$ cat src/rtl/vpd_pkg.sv
// ----------------------------------------------------------------------------
// vpd_pkg
// Shared constants, command codes and helper tables for the vision PD
// heading controller.
// ----------------------------------------------------------------------------
package vpd_pkg;

  localparam int COORD_WIDTH_DEF  = 16;
  localparam int CORDIC_STEPS_DEF = 16;

  // port field widths
  localparam int FIELD_W   = 16;
  localparam int IN_DATA_W = 8 * FIELD_W;
  localparam int HEAD_W    = 15;
  localparam int DIST_W    = 17;
  localparam int PWR_W     = 11;
  localparam int OUT_RAW_W = 2 * HEAD_W + DIST_W + 2 * PWR_W;
  localparam int OUT_DATA_W = ((OUT_RAW_W + 7) / 8) * 8;

  // config port
  localparam int CFG_IDX_W  = 8;
  localparam int CFG_DATA_W = 16;
  localparam logic [CFG_IDX_W-1:0] REG_MAX_POWER = 8'd0;
  localparam logic [CFG_IDX_W-1:0] REG_P_GAIN    = 8'd1;
  localparam logic [CFG_IDX_W-1:0] REG_D_GAIN    = 8'd2;
  localparam logic [CFG_IDX_W-1:0] REG_BASE_DOWN = 8'd3;

  // fixed-point constants
  localparam int GUARD_SHIFT = 8;
  localparam int ANG_W       = 27;
  localparam int STEP_W      = 5;
  localparam int MAX_STEPS   = 24;
  localparam int INV_W       = 22;
  localparam logic [INV_W-1:0] INV_GAIN_Q22 = 22'd2547003;
  localparam logic signed [ANG_W-1:0] DEG180 = 27'sd11796480;
  localparam logic signed [ANG_W-1:0] DEG90  = 27'sd5898240;
  localparam logic signed [15:0] HALF_TURN   = 16'sd11520;
  localparam logic signed [15:0] FULL_TURN   = 16'sd23040;
  localparam logic [9:0] POWER_FULL          = 10'd1000;
  localparam logic [DIST_W-1:0] DIST_MAX     = 17'd131071;

  typedef enum logic [3:0] {
    OP_NONE, OP_LOAD, OP_SETUP, OP_ITER, OP_MUL, OP_FIN,
    OP_PDP, OP_PDD, OP_DRV, OP_PUSH
  } op_e;

  typedef struct packed {
    op_e              op;
    logic [STEP_W-1:0] step;
  } cmd_t;

  typedef struct packed {
    logic is_target;
    logic out_busy;
  } status_t;

  // arctan(2^-i) in 1/65536 degree
  function automatic logic signed [ANG_W-1:0] atan_lut(input logic [STEP_W-1:0] i);
    logic signed [ANG_W-1:0] v;
    case (i)
      5'd0:  v = 27'sd2949120;
      5'd1:  v = 27'sd1740967;
      5'd2:  v = 27'sd919879;
      5'd3:  v = 27'sd466945;
      5'd4:  v = 27'sd234379;
      5'd5:  v = 27'sd117304;
      5'd6:  v = 27'sd58666;
      5'd7:  v = 27'sd29335;
      5'd8:  v = 27'sd14668;
      5'd9:  v = 27'sd7334;
      5'd10: v = 27'sd3667;
      5'd11: v = 27'sd1833;
      5'd12: v = 27'sd917;
      5'd13: v = 27'sd458;
      5'd14: v = 27'sd229;
      5'd15: v = 27'sd115;
      5'd16: v = 27'sd57;
      5'd17: v = 27'sd29;
      5'd18: v = 27'sd14;
      5'd19: v = 27'sd7;
      5'd20: v = 27'sd4;
      5'd21: v = 27'sd2;
      5'd22: v = 27'sd1;
      default: v = '0;
    endcase
    return v;
  endfunction

endpackage

$ cat src/rtl/vpd_ctrl.sv
// ----------------------------------------------------------------------------
// vpd_ctrl
// Sequencer: load, cordic setup, iterations, scaling, PD law, result push.
// ----------------------------------------------------------------------------
module vpd_ctrl #(
  parameter int CORDIC_STEPS = vpd_pkg::CORDIC_STEPS_DEF
) (
  input  logic             clk_i,
  input  logic             rst_ni,
  input  logic             in_valid_i,
  output logic             in_ready_o,
  input  vpd_pkg::status_t status_i,
  output vpd_pkg::cmd_t    cmd_o
);

  localparam int NSTEPS = (CORDIC_STEPS > vpd_pkg::MAX_STEPS) ?
                          vpd_pkg::MAX_STEPS : CORDIC_STEPS;
  localparam logic [vpd_pkg::STEP_W-1:0] LAST = vpd_pkg::STEP_W'(NSTEPS - 1);

  typedef enum logic [3:0] {
    ST_IDLE, ST_SETUP, ST_ITER, ST_MUL, ST_FIN, ST_PDP, ST_PDD, ST_DRV, ST_PUSH
  } state_e;

  state_e                     state_q;
  logic [vpd_pkg::STEP_W-1:0] step_q;

  // state register and step counter
  always_ff @(posedge clk_i or negedge rst_ni) begin
    if (!rst_ni) begin
      state_q <= ST_IDLE;
      step_q  <= '0;
    end else begin
      unique case (state_q)
        ST_IDLE:  if (in_valid_i) state_q <= ST_SETUP;
        ST_SETUP: begin
          step_q  <= '0;
          state_q <= ST_ITER;
        end
        ST_ITER: begin
          step_q <= step_q + 1'b1;
          if (step_q == LAST) state_q <= ST_MUL;
        end
        ST_MUL:   state_q <= ST_FIN;
        ST_FIN:   state_q <= status_i.is_target ? ST_PDP : ST_PUSH;
        ST_PDP:   state_q <= ST_PDD;
        ST_PDD:   state_q <= ST_DRV;
        ST_DRV:   state_q <= ST_PUSH;
        ST_PUSH:  if (!status_i.out_busy) state_q <= ST_IDLE;
        default:  state_q <= ST_IDLE;
      endcase
    end
  end

  assign in_ready_o = (state_q == ST_IDLE);

  // command decode
  always_comb begin
    cmd_o.step = step_q;
    unique case (state_q)
      ST_IDLE:  cmd_o.op = in_valid_i ? vpd_pkg::OP_LOAD : vpd_pkg::OP_NONE;
      ST_SETUP: cmd_o.op = vpd_pkg::OP_SETUP;
      ST_ITER:  cmd_o.op = vpd_pkg::OP_ITER;
      ST_MUL:   cmd_o.op = vpd_pkg::OP_MUL;
      ST_FIN:   cmd_o.op = vpd_pkg::OP_FIN;
      ST_PDP:   cmd_o.op = vpd_pkg::OP_PDP;
      ST_PDD:   cmd_o.op = vpd_pkg::OP_PDD;
      ST_DRV:   cmd_o.op = vpd_pkg::OP_DRV;
      ST_PUSH:  cmd_o.op = status_i.out_busy ? vpd_pkg::OP_NONE : vpd_pkg::OP_PUSH;
      default:  cmd_o.op = vpd_pkg::OP_NONE;
    endcase
  end

endmodule

$ cat src/rtl/vpd_datapath.sv
// ----------------------------------------------------------------------------
// vpd_datapath
// Pose and target vectors, shared vectoring CORDIC, magnitude scaling,
// PD law and the output register.
// ----------------------------------------------------------------------------
module vpd_datapath #(
  parameter int COORD_WIDTH = vpd_pkg::COORD_WIDTH_DEF
) (
  input  logic                            clk_i,
  input  logic                            rst_ni,
  input  vpd_pkg::cmd_t                   cmd_i,
  output vpd_pkg::status_t                status_o,
  input  logic                            req_type_i,
  input  logic [vpd_pkg::IN_DATA_W-1:0]   in_data_i,
  input  logic                            cfg_we_i,
  input  logic [vpd_pkg::CFG_IDX_W-1:0]   cfg_index_i,
  input  logic [vpd_pkg::CFG_DATA_W-1:0]  cfg_data_i,
  output logic                            out_valid_o,
  input  logic                            out_ready_i,
  output logic [vpd_pkg::OUT_DATA_W-1:0]  out_data_o,
  output logic                            out_fresh_o
);

  localparam int CW = COORD_WIDTH;
  localparam int VW = CW + 1;
  localparam int XW = VW + vpd_pkg::GUARD_SHIFT + 2;
  localparam int PW = XW + vpd_pkg::INV_W;
  localparam int FW = vpd_pkg::FIELD_W;
  localparam int AW = vpd_pkg::ANG_W;

  // configuration registers
  logic [9:0]         max_power_q;
  logic signed [15:0] p_gain_q, d_gain_q;
  logic               base_down_q;

  always_ff @(posedge clk_i or negedge rst_ni) begin
    if (!rst_ni) begin
      max_power_q <= vpd_pkg::POWER_FULL;
      p_gain_q    <= 16'sd256;
      d_gain_q    <= '0;
      base_down_q <= 1'b0;
    end else if (cfg_we_i) begin
      unique case (cfg_index_i)
        vpd_pkg::REG_MAX_POWER: max_power_q <= cfg_data_i[9:0];
        vpd_pkg::REG_P_GAIN:    p_gain_q    <= cfg_data_i;
        vpd_pkg::REG_D_GAIN:    d_gain_q    <= cfg_data_i;
        vpd_pkg::REG_BASE_DOWN: base_down_q <= cfg_data_i[0];
        default: ;
      endcase
    end
  end

  // input coordinates
  logic [CW-1:0] ax, ay, bx, by, cx, cy, tx, ty;
  assign ax = CW'(in_data_i[0*FW +: FW]);
  assign ay = CW'(in_data_i[1*FW +: FW]);
  assign bx = CW'(in_data_i[2*FW +: FW]);
  assign by = CW'(in_data_i[3*FW +: FW]);
  assign cx = CW'(in_data_i[4*FW +: FW]);
  assign cy = CW'(in_data_i[5*FW +: FW]);
  assign tx = CW'(in_data_i[6*FW +: FW]);
  assign ty = CW'(in_data_i[7*FW +: FW]);

  logic [VW-1:0] sum_x, sum_y;
  assign sum_x = VW'(ax) + VW'(cx);
  assign sum_y = VW'(ay) + VW'(cy);

  // held state
  logic [CW-1:0]              center_x_q, center_y_q;
  logic signed [15:0]         heading_q, bearing_q, prev_q;
  logic [vpd_pkg::DIST_W-1:0] dist_q;
  logic signed [vpd_pkg::PWR_W-1:0] left_q, right_q;

  // per-item working registers
  logic                 tgt_q, zero_q, vxneg_q;
  logic signed [VW-1:0] vx_q, vy_q;
  logic signed [XW-1:0] x_q, y_q;
  logic signed [AW-1:0] z_q;
  logic [PW-1:0]        prod_q;
  logic signed [15:0]   ang_q;
  logic [9:0]           mp_q;
  logic signed [31:0]   m1_q, m2_q;

  // setup: base-relative vector and quadrant pre-rotation
  logic signed [VW-1:0] bys, avx;
  logic signed [XW-1:0] x0, y0;
  assign bys = base_down_q ? vy_q : -vy_q;
  assign avx = vx_q[VW-1] ? -vx_q : vx_q;
  assign x0  = XW'(bys) <<< vpd_pkg::GUARD_SHIFT;
  assign y0  = XW'(avx) <<< vpd_pkg::GUARD_SHIFT;

  // one cordic micro-rotation
  logic signed [XW-1:0] xs, ys;
  assign xs = x_q >>> cmd_i.step;
  assign ys = y_q >>> cmd_i.step;

  // angle against base, rounded to 1/64 degree
  logic signed [AW-1:0] d_ang, d_rnd;
  assign d_ang = vxneg_q ? (vpd_pkg::DEG180 + z_q) : (vpd_pkg::DEG180 - z_q);
  assign d_rnd = (d_ang + AW'(512)) >>> 10;

  // magnitude rounding and saturation
  logic [PW-1:0] mag_full;
  assign mag_full = (prod_q + (PW'(1) << 29)) >> 30;

  // bearing wrap
  logic signed [15:0] ta, turn, turn_w;
  assign ta   = zero_q ? vpd_pkg::HALF_TURN : ang_q;
  assign turn = ta - heading_q;
  always_comb begin
    if (turn > vpd_pkg::HALF_TURN)       turn_w = turn - vpd_pkg::FULL_TURN;
    else if (turn < -vpd_pkg::HALF_TURN) turn_w = turn + vpd_pkg::FULL_TURN;
    else                                 turn_w = turn;
  end

  // PD drive law
  logic signed [32:0] u;
  logic signed [33:0] lim, l_raw, r_raw, l_cl, r_cl;
  assign u     = 33'(m1_q) + 33'(m2_q);
  assign lim   = $signed({10'd0, mp_q, 14'd0});
  assign l_raw = lim + 34'(u);
  assign r_raw = lim - 34'(u);
  always_comb begin
    l_cl = (l_raw > lim) ? lim : ((l_raw < -lim) ? -lim : l_raw);
    r_cl = (r_raw > lim) ? lim : ((r_raw < -lim) ? -lim : r_raw);
  end

  function automatic logic signed [vpd_pkg::PWR_W-1:0] round_pwr(
    input logic signed [33:0] r
  );
    logic signed [33:0] a;
    logic signed [33:0] q;
    a = r[33] ? -r : r;
    q = (a + 34'sd8192) >>> 14;
    return r[33] ? -vpd_pkg::PWR_W'(q) : vpd_pkg::PWR_W'(q);
  endfunction

  // working datapath
  always_ff @(posedge clk_i) begin
    case (cmd_i.op)
      vpd_pkg::OP_LOAD: begin
        tgt_q <= req_type_i;
        if (req_type_i) begin
          vx_q <= VW'(tx) - VW'(center_x_q);
          vy_q <= VW'(ty) - VW'(center_y_q);
        end else begin
          vx_q <= VW'(bx) - VW'(cx);
          vy_q <= VW'(by) - VW'(cy);
        end
      end
      vpd_pkg::OP_SETUP: begin
        zero_q  <= (vx_q == '0) && (vy_q == '0);
        vxneg_q <= vx_q[VW-1];
        if (x0[XW-1]) begin
          x_q <= y0;
          y_q <= -x0;
          z_q <= vpd_pkg::DEG90;
        end else begin
          x_q <= x0;
          y_q <= y0;
          z_q <= '0;
        end
      end
      vpd_pkg::OP_ITER: begin
        if (y_q > 0) begin
          x_q <= x_q + ys;
          y_q <= y_q - xs;
          z_q <= z_q + vpd_pkg::atan_lut(cmd_i.step);
        end else begin
          x_q <= x_q - ys;
          y_q <= y_q + xs;
          z_q <= z_q - vpd_pkg::atan_lut(cmd_i.step);
        end
      end
      vpd_pkg::OP_MUL: begin
        prod_q <= PW'(x_q[XW-2:0]) * PW'(vpd_pkg::INV_GAIN_Q22);
        ang_q  <= 16'(d_rnd);
      end
      vpd_pkg::OP_PDP: begin
        mp_q <= (max_power_q > vpd_pkg::POWER_FULL) ? vpd_pkg::POWER_FULL : max_power_q;
        m1_q <= p_gain_q * bearing_q;
      end
      vpd_pkg::OP_PDD: begin
        m2_q <= d_gain_q * (prev_q - bearing_q);
      end
      default: ;
    endcase
  end

  // held state updates
  always_ff @(posedge clk_i or negedge rst_ni) begin
    if (!rst_ni) begin
      center_x_q <= '0;
      center_y_q <= '0;
      heading_q  <= '0;
      bearing_q  <= '0;
      prev_q     <= '0;
      dist_q     <= '0;
      left_q     <= '0;
      right_q    <= '0;
    end else begin
      if (cmd_i.op == vpd_pkg::OP_LOAD && !req_type_i) begin
        center_x_q <= sum_x[CW:1];
        center_y_q <= sum_y[CW:1];
      end
      if (cmd_i.op == vpd_pkg::OP_FIN) begin
        if (!tgt_q) begin
          heading_q <= zero_q ? '0 : ang_q;
        end else begin
          if (zero_q)                                 dist_q <= '0;
          else if (mag_full > PW'(vpd_pkg::DIST_MAX)) dist_q <= vpd_pkg::DIST_MAX;
          else                                        dist_q <= vpd_pkg::DIST_W'(mag_full);
          prev_q    <= bearing_q;
          bearing_q <= turn_w;
        end
      end
      if (cmd_i.op == vpd_pkg::OP_DRV) begin
        if (u > 0) begin
          left_q  <= $signed({1'b0, mp_q});
          right_q <= round_pwr(r_cl);
        end else begin
          left_q  <= round_pwr(l_cl);
          right_q <= $signed({1'b0, mp_q});
        end
      end
    end
  end

  // output register
  logic out_valid_q;
  always_ff @(posedge clk_i or negedge rst_ni) begin
    if (!rst_ni) begin
      out_valid_q <= 1'b0;
    end else if (cmd_i.op == vpd_pkg::OP_PUSH) begin
      out_valid_q <= 1'b1;
    end else if (out_ready_i) begin
      out_valid_q <= 1'b0;
    end
  end

  always_ff @(posedge clk_i) begin
    if (cmd_i.op == vpd_pkg::OP_PUSH) begin
      out_data_o  <= vpd_pkg::OUT_DATA_W'({right_q, left_q, dist_q,
                                           bearing_q[14:0], heading_q[14:0]});
      out_fresh_o <= tgt_q;
    end
  end

  assign out_valid_o        = out_valid_q;
  assign status_o.out_busy  = out_valid_q && !out_ready_i;
  assign status_o.is_target = tgt_q;

endmodule

$ cat src/rtl/vision_pd_heading_controller.sv
// ----------------------------------------------------------------------------
// vision_pd_heading_controller
// Marker pose tracking and PD steering for a differential-drive robot.
// ----------------------------------------------------------------------------
// Usage:
//   s_axis carries one request: tuser is req_type (0 pose, 1 target) and
//   tdata holds the corner and target coordinates. m_axis returns one result
//   per request with heading, bearing, distance and both drives in tdata and
//   powers_fresh in tuser. cfg writes max_power, p_gain, d_gain and
//   base_points_down by index; they are taken when written, and the user
//   must write them only while idle; the block itself does not enforce it.
// Sequence:
//   the vectoring CORDIC shares one micro-rotation unit, one step per
//   cycle; a target request adds the PD steps before its result is pushed.
//   A new request is accepted only after the previous one has been pushed.
// Reset:
//   all held pose, bearing, distance and drive state clears to zero and the
//   registers return to max_power 1000, p_gain 1.0, d_gain 0, base up.
// Stall:
//   a finished result waits in the output register while the next request
//   is already accepted and worked on; that request holds at its push step
//   until the receiver has taken the earlier result.
// ----------------------------------------------------------------------------
module vision_pd_heading_controller #(
  parameter int COORD_WIDTH  = vpd_pkg::COORD_WIDTH_DEF,
  parameter int CORDIC_STEPS = vpd_pkg::CORDIC_STEPS_DEF
) (
  input  logic                            clk_i,
  input  logic                            rst_ni,
  input  logic                            s_axis_tvalid,
  output logic                            s_axis_tready,
  // a_x, a_y, b_x, b_y, c_x, c_y, target_x, target_y (16 bits each)
  input  logic [vpd_pkg::IN_DATA_W-1:0]   s_axis_tdata,
  // req_type
  input  logic                            s_axis_tuser,
  output logic                            m_axis_tvalid,
  input  logic                            m_axis_tready,
  // heading_deg[14:0], bearing_deg[29:15], target_distance[46:30],
  // left_power[57:47], right_power[68:58], zero pad
  output logic [vpd_pkg::OUT_DATA_W-1:0]  m_axis_tdata,
  // powers_fresh
  output logic                            m_axis_tuser,
  input  logic                            cfg_valid_i,
  output logic                            cfg_ready_o,
  input  logic [vpd_pkg::CFG_IDX_W-1:0]   cfg_index_i,
  input  logic [vpd_pkg::CFG_DATA_W-1:0]  cfg_data_i
);

  vpd_pkg::cmd_t    cmd;
  vpd_pkg::status_t status;

  assign cfg_ready_o = 1'b1;

  vpd_ctrl #(
    .CORDIC_STEPS(CORDIC_STEPS)
  ) u_ctrl (
    .clk_i     (clk_i),
    .rst_ni    (rst_ni),
    .in_valid_i(s_axis_tvalid),
    .in_ready_o(s_axis_tready),
    .status_i  (status),
    .cmd_o     (cmd)
  );

  vpd_datapath #(
    .COORD_WIDTH(COORD_WIDTH)
  ) u_datapath (
    .clk_i      (clk_i),
    .rst_ni     (rst_ni),
    .cmd_i      (cmd),
    .status_o   (status),
    .req_type_i (s_axis_tuser),
    .in_data_i  (s_axis_tdata),
    .cfg_we_i   (cfg_valid_i),
    .cfg_index_i(cfg_index_i),
    .cfg_data_i (cfg_data_i),
    .out_valid_o(m_axis_tvalid),
    .out_ready_i(m_axis_tready),
    .out_data_o (m_axis_tdata),
    .out_fresh_o(m_axis_tuser)
  );

endmodule

$ cat config.mk
export PLATFORM = sky130hd
export DESIGN_NAME = vision_pd_heading_controller
export DESIGN_NICKNAME = d
export VERILOG_FILES = /design/src/rtl/vpd_pkg.sv /design/src/rtl/vpd_ctrl.sv /design/src/rtl/vpd_datapath.sv /design/src/rtl/vision_pd_heading_controller.sv
export SDC_FILE = /design/constraint.sdc
export NUM_CORES = 2
export LEC_CHECK = 0
export ABC_AREA = 1
export ABC_CLOCK_PERIOD_IN_PS = 8950
export BUFFER_PORTS_ARGS = -buffer_cell sky130_fd_sc_hd__buf_2
export CELL_PAD_IN_SITES_DETAIL_PLACEMENT = 1
export CELL_PAD_IN_SITES_GLOBAL_PLACEMENT = 1
export CORE_MARGIN = 4
export CORE_UTILIZATION = 45
export DETAILED_ROUTE_END_ITERATION = 8
export HOLD_SLACK_MARGIN = 0.05
export PLACE_DENSITY_LB_ADDON = 0.2
export SLEW_MARGIN = 20
export SYNTH_ARGS = -nofsm -noshare
export SYNTH_HDL_FRONTEND = slang
export SYNTH_SLANG_ARGS = --single-unit
$ cat constraint.sdc
create_clock -name clk_i -period 8.95 [get_ports clk_i]
set_input_delay 0.895 -clock clk_i [delete_from_list [all_inputs] [get_ports clk_i]]
set_output_delay 0.895 -clock clk_i [all_outputs]
set_load 0.02 [all_outputs]
==> metrics <==
outcome complete, no violations; CTS tree yes; Layout Skew 0.0669 ns; Post-synth EDFFs 296; Fmax between 0.1 and 0.15 GHz; area grow syn2layout 9.59%; Slew HR roughly 29%; startpoint types flop; hold slack final 0.140 ns; fin area roughly 0.078 mm2; CORE AREA 0.156 mm2; CTS Hold Buffers Added 0; Synth area leaders fa_1 (23%), ha_1 (13%), edfxtp_1 (13%); YS warnings 0; Post-DP HPWL 193000 um; fillers 19400; Max Cap Violations 0; Final setup viols 0; post-layout util about half; largest net degree at the start of global routing 117; first-pass GRT wire length 368000 um; CP max stage delay 0.53 ns; vias in the first global route 66500; Synth top area share between 20% and 30%; share of cells above drive strength 1 9.13%; drt total wl 232000 um; unrepaired setup endpoints after global routing true; Max Slew Vio Count 0; detailed router's first-iteration violation count 3308; routed via count 60600; register clock-pin slew on the reported worst setup and hold paths 0.06 ns; IO buf count around 230; vias per cell 5.32; placer congestion estimate between 0.9 and 1; clock root buffer clkbuf_16; Cell Rows around 150; Synth Register Bits 468; sequential fraction of the synthesis area around a fifth; CP arrival 9.26 ns; Final Hold Viols 0; antenna viol nets, final 0; die area about 0.16 mm2; GRT Util Overall approximately 28%; worst hold path type input pin to async pin; synthesized area per cell 7.86 um2; largest area contributor in the netlist fa_1; Period minus WS final 8.81 ns; Ports 234; Cells after Synth 9025; cts bufs inserted 58; Slowest-stage cell, CP fa_1; ys async rst share a little under two fifths; detailed-route DRC error count 0; area post-placement between 0.07 and 0.08 mm2; Main synth FF type edfxtp_1; Placed Cells 11300; Mapped Area between 0.07 and 0.08 mm2; gr ovfl total 0; Synth cell types 72; worst skew pair latency between 0.7 and 0.8 ns; CP endpoint kind flop; CTS sink count between 400 and 500; Final Cycle Share 98.5%; initial core utilization between 40% and 50%; drt pass-1 iters 7; Max clock buf depth 3; die width 405 um; Crit path required time 9.40 ns; H-Tree Depth 2; nets 11000; Die H 405 um; initial antenna violation count 15; Non-Filler Instances 11400; wire per inst 20.4 um; Slew @ Worst Pin 1.06 ns; CP Class flop to flop; worst-path fanout max 6
==> worst max-delay path, delay by kind of cell (launching register included) <==
kind | cells | cell delay (ns)
fa+ha+maj | 9 | 3.74
simple gates | 19 | 2.17
compound gates | 11 | 1.63
buf+inv | 8 | 0.53
flops | 1 | 0.39
xor+xnor | 1 | 0.14
==> synth_stat cells, types with 11 or more instances <==
cell      instances
inv_1          2028
nand2_1        1791
xnor2_1         123
clkbuf_1        196
nand2_2          62
nand2_4          13
o21ai_1          11
nand3_2          13
ha_1            742
inv_2            45
mux2i_1          27
xor2_1          225
nor2_2           32
o221ai_1         31
a31oi_1          19
fa_1            817
a211oi_1         16
nor3_1           75
nor4_1           18
a21oi_1         428
nand3b_1         13
nor2_1          557
nand3_1         278
o211ai_1         46
buf_1            22
or2_2            42
o31ai_1          25
nand4_1          69
o21ai_0         585
o21bai_1         24
dfrtp_1         165
edfxtp_1        296
o21a_1           20
o22ai_1          18
clkinv_1         12
==> layer usage <==
metal  share of wire [%]  wire length [um]  up-vias  track usage, %
li1                    -                 -    28700               -
met4                 3.2              7340        4            8.07
met5              0.0086                20        -               0
met3                 4.1              9620      333            3.03
met1                  45            104000    30400            37.9
met2                  48            112000     1235            49.2
==> logic make-up after synthesis <==
family,share of synthesized area (%)
buf+inv,12.4
other cells,0.0106
xor+xnor,4.30
compound gates,10.1
flops,18.6
mux,0.381
fa+ha+maj,36.2
simple gates,18.0
==> path summary, 6_finish.rpt <==
check / start / to / slack [ns] / cells past startpoint
setup / recovery: u_datapath.bearing_q[0]$_DFFE_PN0P_ / u_datapath.m2_q[30]$_DFFE_PN_ / 0.14 / 48
hold / removal: rst_ni / u_datapath.center_y_q[8]$_DFFE_PN0P_ / 0.14 / 1
setup reg to reg: u_datapath.bearing_q[0]$_DFFE_PN0P_ / u_datapath.m2_q[30]$_DFFE_PN_ / 0.14 / 48
hold reg to reg: u_datapath.left_q[9]$_DFFE_PN0N_ / u_datapath.out_data_o[56]$_DFFE_PP_ / 0.45 / 0
max in group asynchronous: rst_ni / u_ctrl.step_q[0]$_DFFE_PN0P_ / 7.50 / 2
min in group clk_i: u_datapath.left_q[9]$_DFFE_PN0N_ / u_datapath.out_data_o[56]$_DFFE_PP_ / 0.45 / 0
==> cell type report <==
cell class / count / area [um2] / area share, %
clock buffers: 71 / 1650 / 2.12
diodes: 7 / 17.5 / 0.0225
well taps: 2058 / 2570 / 3.31
inverters: 2086 / 7840 / 10.1
clock inverters: 39 / 539 / 0.694
flip-flops and latches: 468 / 13200 / 17.0
repair buffers: 430 / 2700 / 3.47
multi-input cells: 6235 / 49200 / 63.3
==> through the flow <==
step,setup WS (ns),setup TNS (ns)
after floorplan,0.262,0
after global placement,-0.115,-0.174
after detailed placement,-0.360,-0.974
after CTS,0.0142,0
after global routing,-0.478,-2.23
final,0.137,0
==> timing repair <==
| item | in CTS | in global routing |
|---|---|---|
| setup endpoints to repair | 4 | 11 |
| buffers inserted | 6 | 9 |
| pin swaps | 16 | 22 |
| gates resized for setup | 21 | 53 |
==> cell usage in the layout (no fill, tap or decap), drive strengths merged, types with 225 or more instances in the layout <==
cell and n:
inv 2084, nand2 1866, fa 817, ha 742, o21ai 603, nor2 600
a21oi 431, buf 430, edfxtp 296, nand3 292, xor2 225
==> sequential cells by signal, indices dropped and copies added (netlist names), 17 cells and up <==
name,count
u_datapath.dist_q,17
u_datapath.m1_q,32
u_datapath.m2_q,32
u_datapath.out_data_o,69
u_datapath.prod_q,19
u_datapath.vx_q,17
u_datapath.vy_q,17
u_datapath.x_q,27
u_datapath.y_q,27
u_datapath.z_q,26
Power is not shown: default switching activity piles up to over one toggle a cycle in this logic, so the estimate is an artifact.
